===== src/hw/rtl/depth_to_point_backproject_macros.svh =====
// Assertion macros used by the top-level RTL file
`ifndef DEPTH_TO_POINT_BACKPROJECT_MACROS_SVH
`define DEPTH_TO_POINT_BACKPROJECT_MACROS_SVH

// Same-cycle implication, checked outside reset
`define DTPB_ASSERT_NOW(label, cond, prop) \
  label: assert property (@(posedge clk) disable iff (rst) (cond) |-> (prop)) \
    else $error("dtpb: check failed");

// Next-cycle implication, checked outside reset
`define DTPB_ASSERT_NEXT(label, cond, prop) \
  label: assert property (@(posedge clk) disable iff (rst) (cond) |=> (prop)) \
    else $error("dtpb: check failed");

`endif


===== src/hw/rtl/dtpb_pkg.sv =====
`timescale 1ns / 1ps
package dtpb_pkg;

  localparam int MaxWidth  = 4096;
  localparam int MaxHeight = 4096;

  // magnitude of 16*pos - center, divisor 2q, dividend 2*z*mag*16 + q
  localparam int MAG_W = 17;
  localparam int DIV_W = 17;
  localparam int DVD_W = 39;
  localparam int N_CELLS = DVD_W;

  localparam logic [2:0] REG_WIDTH    = 3'd0;
  localparam logic [2:0] REG_HEIGHT   = 3'd1;
  localparam logic [2:0] REG_FOCAL_X  = 3'd2;
  localparam logic [2:0] REG_FOCAL_Y  = 3'd3;
  localparam logic [2:0] REG_CENTER_X = 3'd4;
  localparam logic [2:0] REG_CENTER_Y = 3'd5;

  typedef struct packed {
    logic             neg;
    logic [DIV_W-1:0] dvs;
    logic [DIV_W-1:0] rem;
    logic [DVD_W-1:0] dvd;
  } axis_t;

  typedef struct packed {
    logic        valid;
    logic [15:0] z;
    axis_t       ax;
    axis_t       ay;
  } cell_t;

endpackage


===== src/hw/rtl/dtpb_front.sv =====
`timescale 1ns / 1ps
module dtpb_front import dtpb_pkg::*; (
  input  logic        clk,
  input  logic        rst,
  input  logic        en,
  input  logic        in_valid,
  input  logic [15:0] depth_mm,
  input  logic        frame_start,
  input  logic [12:0] image_width,
  input  logic [12:0] image_height,
  input  logic [15:0] focal_x,
  input  logic [15:0] focal_y,
  input  logic [15:0] center_x,
  input  logic [15:0] center_y,
  output cell_t       head
);

  logic [11:0] column_count, row_count;
  logic [12:0] w, h;
  logic [11:0] col_cur, row_cur;
  logic [12:0] col_inc, row_inc;
  logic [12:0] pos_x, pos_y;
  logic signed [17:0] num_x, num_y;

  // stage A registers
  logic             va;
  logic [15:0]      za;
  logic             nx, ny;
  logic [MAG_W-1:0] mx, my;
  logic [15:0]      qx, qy;

  // clamp sizes and locate the pixel
  always_comb begin
    w = (image_width == '0) ? 13'd1 :
        (image_width > 13'(MaxWidth)) ? 13'(MaxWidth) : image_width;
    h = (image_height == '0) ? 13'd1 :
        (image_height > 13'(MaxHeight)) ? 13'(MaxHeight) : image_height;
    col_cur = frame_start ? '0 : column_count;
    row_cur = frame_start ? '0 : row_count;
    if ({1'b0, col_cur} >= w) col_cur = '0;
    if ({1'b0, row_cur} >= h) row_cur = '0;
    col_inc = {1'b0, col_cur} + 13'd1;
    row_inc = {1'b0, row_cur} + 13'd1;
    pos_x = {1'b0, col_cur} + {1'b0, w[12:1]};
    pos_y = {1'b0, row_cur} + {1'b0, h[12:1]};
    num_x = $signed({1'b0, pos_x, 4'b0}) - $signed({2'b0, center_x});
    num_y = $signed({1'b0, pos_y, 4'b0}) - $signed({2'b0, center_y});
  end

  // advance counters on each accepted request
  always_ff @(posedge clk) begin
    if (rst) begin
      column_count <= '0;
      row_count    <= '0;
    end else if (en && in_valid) begin
      if (col_inc >= w) begin
        column_count <= '0;
        row_count    <= (row_inc >= h) ? '0 : row_inc[11:0];
      end else begin
        column_count <= col_inc[11:0];
        row_count    <= row_cur;
      end
    end
  end

  // stage A: signed offsets to magnitude and sign
  always_ff @(posedge clk) begin
    if (rst) va <= 1'b0;
    else if (en) va <= in_valid;
  end

  always_ff @(posedge clk) begin
    if (en) begin
      za <= depth_mm;
      nx <= num_x[17];
      ny <= num_y[17];
      mx <= num_x[17] ? MAG_W'(-num_x) : num_x[MAG_W-1:0];
      my <= num_y[17] ? MAG_W'(-num_y) : num_y[MAG_W-1:0];
      qx <= (focal_x == '0) ? 16'd1 : focal_x;
      qy <= (focal_y == '0) ? 16'd1 : focal_y;
    end
  end

  // stage B: multiply and form rounded dividend 32*z*mag + q over 2q
  logic [32:0] px, py;
  assign px = 33'(za) * 33'(mx);
  assign py = 33'(za) * 33'(my);

  always_ff @(posedge clk) begin
    if (rst) begin
      head.valid <= 1'b0;
    end else if (en) begin
      head.valid  <= va;
      head.z      <= za;
      head.ax.neg <= nx;
      head.ax.dvs <= {qx, 1'b0};
      head.ax.rem <= '0;
      head.ax.dvd <= {1'b0, px, 5'b0} + {23'b0, qx};
      head.ay.neg <= ny;
      head.ay.dvs <= {qy, 1'b0};
      head.ay.rem <= '0;
      head.ay.dvd <= {1'b0, py, 5'b0} + {23'b0, qy};
    end
  end

endmodule


===== config.mk =====
export PLATFORM = sky130hd
export DESIGN_NAME = dtpb_front
export DESIGN_NICKNAME = d
export VERILOG_FILES = /design/src/hw/rtl/depth_to_point_backproject_macros.svh /design/src/hw/rtl/dtpb_pkg.sv /design/src/hw/rtl/dtpb_front.sv
export SDC_FILE = /design/constraint.sdc
export NUM_CORES = 2
export LEC_CHECK = 0
export ABC_CLOCK_PERIOD_IN_PS = 7250
export BUFFER_PORTS_ARGS = -buffer_cell sky130_fd_sc_hd__buf_2
export CORE_AREA = 3 3 206 289
export DETAILED_ROUTE_END_ITERATION = 12
export DIE_AREA = 0 0 209 292
export PLACE_DENSITY = 0.79
export RECOVER_POWER = 100
export SYNTH_ARGS = -nofsm -noshare
export SYNTH_HDL_FRONTEND = slang
export SYNTH_SLANG_ARGS = --single-unit

===== constraint.sdc =====
create_clock -name clk -period 7.25 [get_ports clk]
set_input_delay 0.725 -clock clk [delete_from_list [all_inputs] [get_ports clk]]
set_output_delay 0.725 -clock clk [all_outputs]
set_load 0.005 [all_outputs]

==> report_table.html <==
<table>
<tr><th>Metric</th><th>Value</th></tr>
<tr><th colspan="2">Yosys</th></tr>
<tr><td>Yosys warning total</td><td>0</td></tr>
<tr><td>Count of cell types in the netlist</td><td>96</td></tr>
<tr><td>Gate count of the mapped netlist</td><td>3515</td></tr>
<tr><td>EDFF count, synth</td><td>202</td></tr>
<tr><td>Synthesized flop and latch total</td><td>228</td></tr>
<tr><td>Mapped cell area</td><td>32520 sq um</td></tr>
<tr><td>Ys async rst share</td><td>0%</td></tr>
<tr><td>Sequential share of the synthesized area</td><td>20.25%</td></tr>
<tr><td>Per-instance average area after synthesis</td><td>9.251 sq um</td></tr>
<tr><td>Synth Flop Type</td><td>edfxtp_1</td></tr>
<tr><th colspan="2">Timing</th></tr>
<tr><td>Timing-limited maximum frequency</td><td>143.4 MHz</td></tr>
<tr><td>Transition at the pin with the smallest max-transition slack</td><td>1807 ps</td></tr>
<tr><td>Final count of pins violating max slew</td><td>23</td></tr>
<tr><td>Max transition margin</td><td>-20.48%</td></tr>
<tr><td>Final count of hold timing violations</td><td>0</td></tr>
<tr><td>Setup-violating endpoint count in the final report</td><td>0</td></tr>
<tr><td>Portion of the clock cycle consumed by the worst path in the final layout</td><td>96.18%</td></tr>
<tr><td>Clock tree skew after final layout</td><td>18.96 ps</td></tr>
<tr><td>Final min period</td><td>6973 ps</td></tr>
<tr><th colspan="2">Critical path</th></tr>
<tr><td>Max stage delay on crit path</td><td>540 ps</td></tr>
<tr><td>Required @ worst endpoint</td><td>7560 ps</td></tr>
<tr><td>Kind of cell adding the most delay to the critical path</td><td>adder cells</td></tr>
<tr><td>Kind of start point of the critical path</td><td>register</td></tr>
<tr><td>Crit path top cell by count</td><td>inv_1</td></tr>
<tr><td>Category of the most critical setup path</td><td>register to register</td></tr>
<tr><td>CP arrival</td><td>7280 ps</td></tr>
<tr><td>Cell at the slowest stage of the critical path</td><td>fa_1</td></tr>
<tr><td>Maximum net fanout on the critical path</td><td>8</td></tr>
<tr><td>Crit end category</td><td>register</td></tr>
<tr><td>Worst Path Buf+Inv</td><td>8</td></tr>
<tr><th colspan="2">Finish</th></tr>
<tr><td>P&amp;R area growth vs syn</td><td>12.07%</td></tr>
<tr><td>Register Area</td><td>6586 sq um</td></tr>
<tr><td>Final Net Count</td><td>4654</td></tr>
<tr><td>Combined area of the multi-input logic cells</td><td>23130 sq um</td></tr>
<tr><td>Layout fillers</td><td>4736</td></tr>
<tr><td>Fraction of final layout cells with drive strength greater than 1</td><td>12.78%</td></tr>
<tr><td>Number of standard cells in the final layout excluding fillers</td><td>4555</td></tr>
<tr><th colspan="2">Clock network</th></tr>
<tr><td>Number of buffers inserted for hold repair after clock tree synthesis</td><td>0</td></tr>
<tr><td>Sinks on the clock net</td><td>228</td></tr>
<tr><td>Clock tree from TritonCTS</td><td>built</td></tr>
<tr><td>Clock transition at the registers of the reported paths</td><td>70 ps</td></tr>
<tr><td>TritonCTS buffer count</td><td>27</td></tr>
<tr><td>H-tree depth</td><td>1</td></tr>
<tr><td>Worst-skew pair later-pin latency</td><td>580 ps</td></tr>
<tr><td>Largest buffer count on any clock path</td><td>3</td></tr>
<tr><td>Root buffer cell</td><td>clkbuf_16</td></tr>
<tr><th colspan="2">Global routing</th></tr>
<tr><td>Pin count of the biggest net entering global routing</td><td>69</td></tr>
<tr><td>Via count of the first global-routing pass</td><td>26820</td></tr>
<tr><td>Combined global-route utilization of all metal layers</td><td>26.45%</td></tr>
<tr><td>Number of antenna violations at the first check in global routing</td><td>6</td></tr>
<tr><td>Total gr overflow</td><td>0</td></tr>
<tr><td>Wire length of the first global-routing pass</td><td>131.5 mm</td></tr>
<tr><th colspan="2">Detailed routing</th></tr>
<tr><td>DR iter-0 viols</td><td>1503</td></tr>
<tr><td>Vias after detailed routing</td><td>25840</td></tr>
<tr><td># DRC</td><td>0</td></tr>
<tr><td>Total iterations of the first detailed-routing run</td><td>8</td></tr>
<tr><td>Count of antenna-violating nets left after detailed routing</td><td>0</td></tr>
<tr><td>Wire length per cell after detailed routing</td><td>18.09 um</td></tr>
<tr><td>Mean number of vias per cell</td><td>5.673</td></tr>
<tr><td>Aggregate routed wire length</td><td>82.41 mm</td></tr>
<tr><th colspan="2">Floorplan</th></tr>
<tr><td>Die Footprint</td><td>61030 sq um</td></tr>
<tr><td>Top-Level Pins</td><td>276</td></tr>
<tr><td>Effective utilization at floorplan</td><td>56.79%</td></tr>
<tr><td>Die extent in x</td><td>209 um</td></tr>
<tr><td>Std-Cell Core Area</td><td>57250 sq um</td></tr>
<tr><td>Chip Height</td><td>292 um</td></tr>
<tr><td># rows</td><td>104</td></tr>
<tr><th colspan="2">Run status</th></tr>
<tr><td>Outcome</td><td>complete, but fails checks</td></tr>
<tr><td>Failing checks</td><td>max-capacitance violations, max-slew violations</td></tr>
<tr><th colspan="2">Worst hold path</th></tr>
<tr><td>Hold Path Class</td><td>primary input to register</td></tr>
<tr><th colspan="2">Placement</th></tr>
<tr><td>Number of buffers added on ports</td><td>239</td></tr>
<tr><td>Number of placed cells counting well taps</td><td>4455</td></tr>
<tr><td>Gp weighted congestion</td><td>0.9756</td></tr>
<tr><td>Final HPWL DP</td><td>65.15 mm</td></tr>
<tr><th colspan="2">Run</th></tr>
<tr><td>Max-cap violation count</td><td>1</td></tr>
</table>
## worst reg2reg max path: stages (launching register included)
cell,delay [ps]
edfxtp_1,460
buf_12,180
clkbuf_8,180
and2_0,190
fa_1,510
inv_1,50
fa_1,460
inv_1,70
ha_1,130
inv_1,50
fa_1,510
inv_1,70
fa_1,540
inv_1,50
fa_1,470
inv_1,40
ha_1,320
a21oi_1,240
o21ai_1,130
or3_1,360
o21ai_0,210
xor2_1,170
nor4_4,410
nand4_1,200
or4_4,470
nor3_2,140
xnor2_1,110
## area by class of cell
type | count | area share, %
Clock inverter | 21 | 0.8377
Multi-Input combinational cell | 2546 | 63.48
Sequential cell | 228 | 18.07
Clock buffer | 28 | 1.864
Timing Repair Buffer | 400 | 7.128
Inverter | 588 | 6.056
Antenna cell | 2 | 0.01373
Tap cell | 742 | 2.548
## worst paths after layout
path | startpoint | to | slack, ps | cells past startpoint
max reg2reg | za[2] | head[35] | 280 | 26
min reg2reg | nx | head[147] | 420 | 0
min | depth_mm[12] | za[12] | 330 | 1
max | za[2] | head[35] | 280 | 26
## cells in the mapped netlist (20+ instances only)
library cell | count | area share, %
nand3_1 | 41 | 0.63
buf_4 | 46 | 1.1
edfxtp_1 | 202 | 19
xnor2_1 | 135 | 3.6
fa_1 | 419 | 26
nand2b_1 | 24 | 0.46
ha_1 | 333 | 13
clkbuf_1 | 136 | 1.6
o21a_1 | 20 | 0.46
a21oi_1 | 104 | 1.6
o21ai_0 | 78 | 1.2
a21o_1 | 54 | 1.2
nor2_1 | 138 | 1.6
and2_1 | 201 | 3.9
dfxtp_1 | 26 | 1.6
nor2b_1 | 34 | 0.65
nor3_1 | 37 | 0.57
nand2_1 | 493 | 5.7
nand4_1 | 27 | 0.52
inv_1 | 588 | 6.8
xor2_1 | 60 | 1.6
## state kept, by name, indices dropped and copies added (netlist names)
register,count
va,1
za,16
row_count,12
my,17
mx,17
column_count,12
qy,16
nx,1
ny,1
head,119
qx,16
## through the flow
step	setup WS (ps)	cell area, sq um	hold WS, ps	util [%]	setup TNS, ps
global route	-22.00	36440	309.7	63.64	-69.91
finish	277.1	36440	327.8	63.65	0
floorplan	368.4	32650	400.3	-	0
CTS	99.87	35840	295.5	62.59	0
detailed placement	148.3	34850	406.1	60.87	0
global placement	320.8	34850	401.8	60.87	0
## placed cells by master (no fill, tap or decap), types with 29 or more instances in the layout
cell type and count:
fa_1 419, inv_1 588, ha_1 330, nor2_1 136, clkbuf_16 29, edfxtp_1 202, a21o_1 54, nand3_1 41
buf_2 208, xnor2_1 134, nor3_1 33, conb_1 36, o21ai_0 75, xor2_1 58, clkbuf_1 36, buf_4 133
a21oi_1 101, nand2_1 493, and2_1 200, nor2b_1 33
## cell families (layout without fill, tap and decap cells)
logic type,after synthesis,after routing,synth area share (%)
xor+xnor,195,195,5.252
mux,14,14,0.4309
flops,228,228,20.25
buf+inv,776,1037,9.512
fa+ha+maj,752,752,38.61
simple gates,1111,1111,16.81
compound gates,438,438,9.119
other cells,1,38,0.01153
## metal layers
metal	track usage, %	share of wire, %	vias to the layer above
met5	0	0.042	-
met4	11.95	5.4	6
met3	4.009	6.4	311
met2	49.13	53	993
met1	29.80	36	12670
li1	-	-	11860
## repair_timing
| item | in CTS | in global routing |
|---|---|---|
| setup buffers | 0 | 46 |
| hold endpoints to repair | 0 | 0 |
| endpoints found under the setup margin | 0 | 20 |
| resized for setup | 0 | 34 |
Power is not shown: default switching activity piles up to over one toggle a cycle in this logic, so the estimate is an artifact.
