File: config.mk
export PLATFORM = sky130hd
export DESIGN_NAME = dtpb_cell
export DESIGN_NICKNAME = d
export VERILOG_FILES = /design/src/hw/rtl/depth_to_point_backproject_macros.svh /design/src/hw/rtl/dtpb_pkg.sv /design/src/hw/rtl/dtpb_cell.sv
export SDC_FILE = /design/constraint.sdc
export NUM_CORES = 1
export LEC_CHECK = 0
export ABC_AREA = 1
export BUFFER_PORTS_ARGS = -buffer_cell sky130_fd_sc_hd__buf_2
export CORE_ASPECT_RATIO = 2
export CORE_MARGIN = 2
export CORE_UTILIZATION = 36
export DETAILED_ROUTE_END_ITERATION = 8
export PLACE_DENSITY = 0.72
export REMOVE_ABC_BUFFERS = 1
export SLEW_MARGIN = 20
export SYNTH_ARGS = -nofsm -noshare
export SYNTH_HDL_FRONTEND = slang
export SYNTH_SLANG_ARGS = --single-unit
File: constraint.sdc
create_clock -name clk -period 22.8 [get_ports clk]
set_input_delay 1.14 -clock clk [delete_from_list [all_inputs] [get_ports clk]]
set_output_delay 1.14 -clock clk [all_outputs]
set_load 0.02 [all_outputs]
File: src/hw/rtl/depth_to_point_backproject_macros.svh
// Assertion macros used by the top-level RTL file
`ifndef DEPTH_TO_POINT_BACKPROJECT_MACROS_SVH
`define DEPTH_TO_POINT_BACKPROJECT_MACROS_SVH

// Same-cycle implication, checked outside reset
`define DTPB_ASSERT_NOW(label, cond, prop) \
  label: assert property (@(posedge clk) disable iff (rst) (cond) |-> (prop)) \
    else $error("dtpb: check failed");

// Next-cycle implication, checked outside reset
`define DTPB_ASSERT_NEXT(label, cond, prop) \
  label: assert property (@(posedge clk) disable iff (rst) (cond) |=> (prop)) \
    else $error("dtpb: check failed");

`endif

File: src/hw/rtl/dtpb_pkg.sv
`timescale 1ns / 1ps
package dtpb_pkg;

  localparam int MaxWidth  = 4096;
  localparam int MaxHeight = 4096;

  // magnitude of 16*pos - center, divisor 2q, dividend 2*z*mag*16 + q
  localparam int MAG_W = 17;
  localparam int DIV_W = 17;
  localparam int DVD_W = 39;
  localparam int N_CELLS = DVD_W;

  localparam logic [2:0] REG_WIDTH    = 3'd0;
  localparam logic [2:0] REG_HEIGHT   = 3'd1;
  localparam logic [2:0] REG_FOCAL_X  = 3'd2;
  localparam logic [2:0] REG_FOCAL_Y  = 3'd3;
  localparam logic [2:0] REG_CENTER_X = 3'd4;
  localparam logic [2:0] REG_CENTER_Y = 3'd5;

  typedef struct packed {
    logic             neg;
    logic [DIV_W-1:0] dvs;
    logic [DIV_W-1:0] rem;
    logic [DVD_W-1:0] dvd;
  } axis_t;

  typedef struct packed {
    logic        valid;
    logic [15:0] z;
    axis_t       ax;
    axis_t       ay;
  } cell_t;

endpackage

File: src/hw/rtl/dtpb_cell.sv
`timescale 1ns / 1ps
module dtpb_cell import dtpb_pkg::*; (
  input  logic  clk,
  input  logic  rst,
  input  logic  en,
  input  cell_t prev,
  output cell_t next
);

  function automatic axis_t step(axis_t a);
    logic [DIV_W:0] r;
    logic           ge;
    axis_t          o;
    r  = {a.rem, a.dvd[DVD_W-1]};
    ge = r >= {1'b0, a.dvs};
    o  = a;
    o.rem = ge ? DIV_W'(r - {1'b0, a.dvs}) : r[DIV_W-1:0];
    o.dvd = {a.dvd[DVD_W-2:0], ge};
    return o;
  endfunction

  // one restoring quotient bit per axis
  always_ff @(posedge clk) begin
    if (rst) begin
      next.valid <= 1'b0;
    end else if (en) begin
      next.valid <= prev.valid;
      next.z     <= prev.z;
      next.ax    <= step(prev.ax);
      next.ay    <= step(prev.ay);
    end
  end

endmodule

==> metrics, run 1 <==
status=completed; die height=around 210 um; Post-synth EDFFs=between 150 and 200; Post-Syn Instances=754; Port Buffers=332; VDD IR max=0.00005229 V; CP Capture Type=flop; TritonCTS Buffers=17; Max Clock Freq=339.9 MHz; Post-CTS Resized=0; crit start category=input pin; initial core utilization=0.3645; Clock Skew=0 ns; # IOs=~330; top_reg_cell synth=edfxtp_1; post-route ant nets=0; max FFs per register=165; dpl hpwl=roughly 18000 um; worst-margin pin slew=0.9113 ns; asr flop ratio synth=0; cell depth of the worst flop-to-flop path=2; Tot GR Track Use=0.1910; drt drc=0; Total Wirelength=21970 um; Seq/Total Area, Yosys=0.6312; first-pass GRT wire length=32100 um; postcts setup bufs=0; gp weighted congestion=approximately 0.91; Slew HR=0.3924; CTS sink count=between 150 and 200; largest net degree at the start of global routing=73; PwrDens=slightly below 80 nW/um2; wire length per cell=roughly 16 um; flops & latches, synth=165; Placement Cell Area=9801 um2; Largest regs=next (165); RSZ-0062 raised after global routing=false; part of the cycle the worst path needs=0.1290; area delta synth->final=32.98%; DIE WIDTH=108.3 um; CTS root buffer=clkbuf_16; Max FO, Critical Path=18; P_leak=5.202 nW; share of layout cells above drive strength 1=0.3447; Die Area=23030 um2; crit path DAT=3.13 ns; cts hold-fix bufs=0; most common cell after layout, fill and taps aside=buf_2; vias per cell=around 4.5; initial antenna violation count=8; Final Hold Vio Count=0; number of global-route vias before repair=6160; Tmin final=approximately 2.9 ns; H-tree Lvls=4; post-synthesis instance area=~7800 um2; commonest non-fill, non-tap cells in the layout=buf_2 (332), nand2_1 (258), edfxtp_1 (164), inv_1 (133), nand3_1 (61); worst hold path type=reg -> reg; final instance area=between 10000 and 15000 um2; setup violators final=0; Syn Area/Cell=10.39 um2; max-cap violations=0; Yosys Warn Count=0; core area=21490 um2; via count=around 6300; sum of negative setup slack=0 ns; DR iter-0 viols=304; drt pass-1 iters=4; register with the most flip-flops=next; global route overflow=0; Hold Path Depth=2; fin. max-slew vios=0; clock slew seen by the registers of the worst setup and hold paths=0.07 ns; Worst-Skew Late Latency=roughly 0.44 ns; Critical Path RT=22.99 ns; type of the worst setup path=in -> reg; synth unique cells=30; Clock Path Buffers=2; CTS tree=built; # rows=76; Net count, final=1305
worst max-delay path, stage by stage:
cell and delay (ns):
buf_2 0.10, inv_1 0.04, ha_1 0.33, a21oi_1 0.22
o21ai_1 0.12, nor3_4 0.66, nand2_4 0.29, nand2_1 0.15
nand2_1 0.06
cells by family after synthesis:
logic type	synth area share
AO/OA/AOI/OAI	0.01406
XOR/XNOR	0.01565
adder cells (fa/ha/maj)	0.05942
buffers and inverters	0.07123
flip-flops	0.6312
AND/OR/NAND/NOR	0.2084
layer usage:
layer	vias up	part of all wire	GRT usage
met1	2835	0.35	0.1871
met3	57	0.082	0.06499
li1	3154	-	-
met2	254	0.53	0.3485
met4	12	0.036	0.09682
met5	-	0.0033	0
cells in the mapped netlist, types with 2 or more instances:
library cell,instances,share of area
a21oi_1,20,0.013
and2_1,3,0.0024
buf_4,3,0.0029
edfxtp_1,164,0.63
fa_1,2,0.0051
ha_1,34,0.054
inv_1,133,0.064
nand2_1,258,0.12
nand2_2,10,0.0080
nand2_4,2,0.0029
nand3_1,61,0.039
nand4_1,4,0.0032
nor2_1,27,0.013
nor3_1,4,0.0026
o21ai_1,2,0.0013
xor2_1,13,0.015
worst paths after layout:
check	start	slack, ns	endpoint
setup reg to reg	next[164]	22.24	next[164]
hold reg to reg	next[164]	0.46	next[164]
setup / recovery	prev[71]	19.86	next[53]
hold / removal	next[164]	0.46	next[164]
through the flow:
step	cells	utilization	total power, W	hold WS (ns)	setup slack (ns)
after floorplan	748	-	0.0004689	0.5295	14.03
after global placement	1355	0.4560	0.0005203	0.4475	19.41
after detailed placement	1355	0.4560	0.0005235	0.4555	19.39
after CTS	1387	0.4845	0.0008187	0.4652	19.87
after global routing	1388	0.4846	0.0008458	0.4868	19.63
final	1389	0.4847	0.0008076	0.4612	19.86
report_power, final:
group / internal [W] / switching, W / leakage (nW)
logic: 0.0000507 / 0.0000981 / 3.37
clock network: 0.000157 / 0.000135 / 0.294
registers: 0.000361 / 0.00000568 / 1.54
area by class of cell:
| type | instances | area [um2] |
|---|---|---|
| Antenna cell | 2 | 5.005 |
| Clock buffer | 17 | 425.4 |
| Clock inverter | 15 | 186.4 |
| Fill cell | 2053 | 11070 |
| Inverter | 133 | 499.2 |
| Multi-Input combinational cell | 450 | 2338 |
| Sequential cell | 165 | 4945 |
| Tap cell | 273 | 341.6 |
| Timing Repair Buffer | 334 | 1677 |
Note: power is estimated with default switching activity, not from simulation.
==> run 2: changes to the inputs <==
Clock period 22.8 ns to 3.1 ns, I/O delays scaled along.
==> metrics, run 2 (same netlist as run 1, synthesis figures left out) <==
Min-Delay Startpoint=prev[124]; post-route ant nets=0; met1 usage=0.2073; max-cap violations=0; Hold Path Depth=3; drt pass-1 iters=4; CTS root buffer=clkbuf_16; Max FO, Critical Path=18; Switching Share=0.2976; H-tree Lvls=4; crit start category=input pin; CTS tree=built; largest net degree at the start of global routing=94; Tot GR Track Use=0.2084; CTS sink count=~170; commonest non-fill, non-tap cells in the layout=buf_2 (332), nand2_1 (258), edfxtp_1 (164), inv_1 (133), dlygate4sd3_1 (130); P_leak=5.777 nW; Combinational Power Share=0.202; Max Clock Freq=438.9 MHz; Worst-Skew Late Latency=around 0.43 ns; FF+latch area=4945 um2; clock slew seen by the registers of the worst setup and hold paths=approximately 0.07 ns; PwrDens=around 520 nW/um2; Total Wirelength=~24000 um; DR iter-0 viols=297; Sw Pwr=around 0.0018 W; global route overflow=0; status=completed; R2R Setup Slk=1.96 ns; vias per cell=4.617; wire length per cell=15.95 um; share of layout cells above drive strength 1=0.3106; Final Util=0.5487; clock power share=0.358; global routing's busiest layer=met2; die height=roughly 210 um; part of the cycle the worst path needs=0.7350; Critical Path RT=3.29 ns; Final Hold Vio Count=0; Clock Path Buffers=2; grt met3 use=0.04598; Slew HR=0.6688; Flop pwr share=0.440; type of the worst setup path=in -> reg; Port Buffers=332; worst hold path type=in -> reg; Die Area=roughly 23000 um2; Clock Skew=0 ns; number of global-route vias before repair=7153; crit path DAT=2.47 ns; area delta synth->final=50.52%; DIE WIDTH=~110 um; max FFs per register=165; VDD IR max=slightly above 0.0004 V; final instance area=between 10000 and 15000 um2; Multi-input gate area=2338 um2; Total Power=0.006146 W; CP Capture Type=flop; internal power=0.004317 W; # rows=76; setup violators final=0; Largest regs=next (165); register with the most flip-flops=next; TritonCTS Buffers=17; # IOs=333; core area=21490 um2; initial core utilization=0.3645; Tmin final=about 2.3 ns; cell depth of the worst flop-to-flop path=3; fillers=roughly 1900; FF-to-FF End=next[164]; worst-margin pin slew=0.4968 ns; fin. max-slew vios=0; worst r2r src=next[164]; drt drc=0; gp weighted congestion=0.9191; Net count, final=1437; first-pass GRT wire length=35790 um; Placement Cell Area=9841 um2; postcts setup bufs=0; dpl hpwl=17670 um; GR Layer Usage met2=0.3858; via count=about 7000; most common cell after layout, fill and taps aside=buf_2; initial antenna violation count=10; hold endpoint=next[125]; RSZ-0062 raised after global routing=false
-- run 2: cell types whose count changed in the layout (fill, tap and decap cells not counted), sizes merged --
cell / change
clkinvlp: -1
buf: +2
diode: +5
inv: +1
dlygate4sd3: +130
-- run 2: worst max-delay path: stages --
cell           delay, ns
dlygate4sd3_1       0.53
buf_2               0.11
ha_1                0.13
inv_1               0.06
fa_1                0.40
nand2_1             0.08
nand2_1             0.10
nand3b_2            0.10
nand2_2             0.07
nand2_1             0.10
nand2_2             0.08
nand2_4             0.23
nand2_8             0.16
nand2_1             0.11
nand2_1             0.05
-- run 2: how the worst max path moves through the flow --
| stage | depth (start not counted) | to | slack (ns) | from |
|---|---|---|---|---|
| 4_1_cts | 11 | next[40] | 0.85 | prev[56] |
| 5_1_grt | 11 | next[53] | 0.65 | prev[56] |
| 3_5_place_dp | 15 | next[123] | 0.85 | prev[112] |
| 6_report | 15 | next[123] | 0.82 | prev[130] |
| 2_1_floorplan | 2 | next[0] | -4.68 | en |
| 3_3_place_gp | 15 | next[122] | 0.90 | prev[112] |
-- run 2: final cells by class --
cell class                      instances  area share
Sequential cell                       165      0.4194
Antenna cell                            7    0.001486
Clock inverter                         15     0.01751
Inverter                              133     0.04234
Tap cell                              273     0.02897
Multi-Input combinational cell        450      0.1983
Clock buffer                           17     0.03608
Timing Repair Buffer                  466      0.2559
-- run 2: metal layers --
metal,part of all wire,wire length (um)
met1,0.35,8513
met2,0.53,13020
met3,0.063,1533
met4,0.051,1239
met5,0.0014,35
-- run 2: power groups by stage --
stage | Combinational [W] | Sequential [W] | Clock [W]
after floorplan | 0.000463 | 0.00299 | 0
after global placement | 0.00108 | 0.00275 | 0
after detailed placement | 0.00110 | 0.00275 | 0
after CTS | 0.00124 | 0.00270 | 0.00227
after global routing | 0.00137 | 0.00272 | 0.00232
final | 0.00124 | 0.00270 | 0.00220
-- run 2: metrics by stage --
step | hold slack, ns | TNS [ns] | instances | setup slack, ns
floorplan | 0.2241 | -767.78 | 748 | -4.682
global placement | 0.3319 | 0 | 1357 | 0.9002
global route | 0.03019 | 0 | 1526 | 0.6477
detailed placement | 0.3334 | 0 | 1357 | 0.8472
CTS | 0.01149 | 0 | 1519 | 0.8518
finish | 0.04079 | 0 | 1526 | 0.8214
-- run 2: repair_timing --
| item | 4_1_cts | 5_1_grt |
|---|---|---|
| hold endpoints to repair | 129 | 0 |
| resized for setup | 0 | 0 |
| hold buffers | 130 | 0 |
==> run 3: changes to the inputs <==
Settings changed: PLACE_DENSITY 0.72 to 0.75.
Clock period 3.1 ns to 1.9 ns, I/O delays scaled along.
==> metrics, run 3 (same netlist as run 1, synthesis figures left out) <==
share of layout cells above drive strength 1=0.3820; Total Wirelength=27380 um; fin. max-slew vios=0; Max FO, Critical Path=10; commonest non-fill, non-tap cells in the layout=buf_2 (320), nand2_1 (233), edfxtp_1 (164), dlygate4sd3_1 (159), inv_1 (126); area delta synth->final=66.86%; number of global-route vias before repair=~7500; Hold Path Depth=1; max-cap violations=0; DR iter-0 viols=476; Port Buffers=332; P_leak=6.213 nW; hold endpoint=next[59]; CTS root buffer=clkbuf_16; initial core utilization=0.3645; via count=7612; CTS sink count=165; CP Buf/Inv Count=5; Clock Path Buffers=2; Switching Share=0.3157; crit-path cells=dlygate4sd3_1 -> buf_2 -> inv_1 -> ha_4 -> nand2_4 -> nor2_4 -> nand3_2 -> o21ai_2 -> nor2_4 -> buf_12 -> buf_4 -> nand3_1 -> nand2_1; most common cell after layout, fill and taps aside=buf_2; Slew HR=0.6833; internal power=0.007184 W; Largest regs=next (165); crit path DAT=around 2.1 ns; H-tree Lvls=4; final instance area=13070 um2; Max Clock Freq=528.5 MHz; critical path's largest stage delay=0.53 ns; global route overflow=0; Net count, final=about 1500; post-route ant nets=0; status=finished with violations; Total Power=0.01050 W; # rows=76; TritonCTS Buffers=17; Final Hold Vio Count=1; FF-to-FF End=next[164]; Crit-path slowest cell=dlygate4sd3_1; Tot GR Track Use=0.2148; VDD IR max=0.0006210 V; cell mode on critical path=nor2_4; drt drc=0; DIE WIDTH=108.3 um; Clock Skew=0 ns; Die Area=~23000 um2; Combinational Power Share=0.233; cell depth of the worst flop-to-flop path=3; CP Capture Type=flop; CP delay by family, top=buffers and inverters; Min-Delay Startpoint=prev[59]; R2R Setup Slk=between 0.7 and 0.8 ns; setup violators final=0; Critical Path RT=2.10 ns; worst hold path type=in -> reg; clock power share=0.347; dpl hpwl=17800 um; first-pass GRT wire length=37030 um; vias per cell=4.793; register with the most flip-flops=next; max FFs per register=about 170; Sw Pwr=between 0.003 and 0.004 W; PwrDens=roughly 800 nW/um2; failing checks=negative hold slack; gp weighted congestion=roughly 0.9; worst-margin pin slew=approximately 0.48 ns; Flop pwr share=0.420; initial antenna violation count=3; core area=21490 um2; Worst-Skew Late Latency=0.45 ns; part of the cycle the worst path needs=0.9959; die height=212.6 um; drt pass-1 iters=6; sum of negative setup slack=0 ns; wire length per cell=between 15 and 20 um; worst r2r src=next[164]; WHS=-0.009488 ns; type of the worst setup path=in -> reg; Final Util=0.6082; dpl ws=-0.06561 ns; CTS tree=built; Placement Cell Area=between 10000 and 15000 um2; # IOs=333; largest net degree at the start of global routing=86; worst setup margin=0.007848 ns; Tmin final=approximately 1.9 ns; crit start category=input pin; clock slew seen by the registers of the worst setup and hold paths=approximately 0.07 ns
-- run 3: worst max path at each step --
| stage | from | to | slack (ns) | cells past startpoint |
|---|---|---|---|---|
| after floorplan | en | next[0] | -5.82 | 2 |
| after global placement | prev[112] | next[127] | -0.005 | 15 |
| after detailed placement | prev[112] | next[128] | -0.07 | 15 |
| after CTS | prev[61] | next[43] | 0.0003 | 12 |
| after global routing | prev[136] | next[128] | -0.09 | 14 |
| final | prev[145] | next[114] | 0.008 | 13 |
-- run 3: metrics by stage --
stage               hold WS, ns  instances
floorplan                0.1641        748
global placement         0.2716       1384
detailed placement       0.2731       1384
CTS                     0.01673       1578
global route           0.004682       1588
finish                -0.009488       1588
-- run 3: metal layers --
metal | vias to the layer above | GRT usage | part of all wire
li1 | 3553 | - | -
met1 | 3552 | 0.2187 | 0.35
met2 | 394 | 0.3934 | 0.53
met3 | 109 | 0.04660 | 0.067
met4 | 4 | 0.1256 | 0.056
met5 | - | 0 | 0.00084
-- run 3: power groups by stage --
stage / clock (W) / combinational (W) / sequential (W)
after CTS: 0.00367 / 0.00214 / 0.00441
after detailed placement: 0 / 0.00186 / 0.00448
after global routing: 0.00380 / 0.00264 / 0.00443
after global placement: 0 / 0.00182 / 0.00448
after floorplan: 0 / 0.000756 / 0.00487
final: 0.00364 / 0.00245 / 0.00441
-- run 3: final cells by class --
cell class,count,area (um2)
Fill cell,1587,8419
Sequential cell,165,4945
Timing Repair Buffer,531,3719
Multi-Input combinational cell,453,2925
Inverter,133,499.2
Clock buffer,17,425.4
Tap cell,273,341.6
Clock inverter,15,214.0
Antenna cell,1,2.502
-- run 3: timing repair --
action / 4_1_cts / 5_1_grt
resized for setup: 0 / 120
hold endpoints to repair: 161 / 2
hold buffers: 162 / 2
setup endpoints to repair: 0 / 35
buffers inserted: 0 / 13
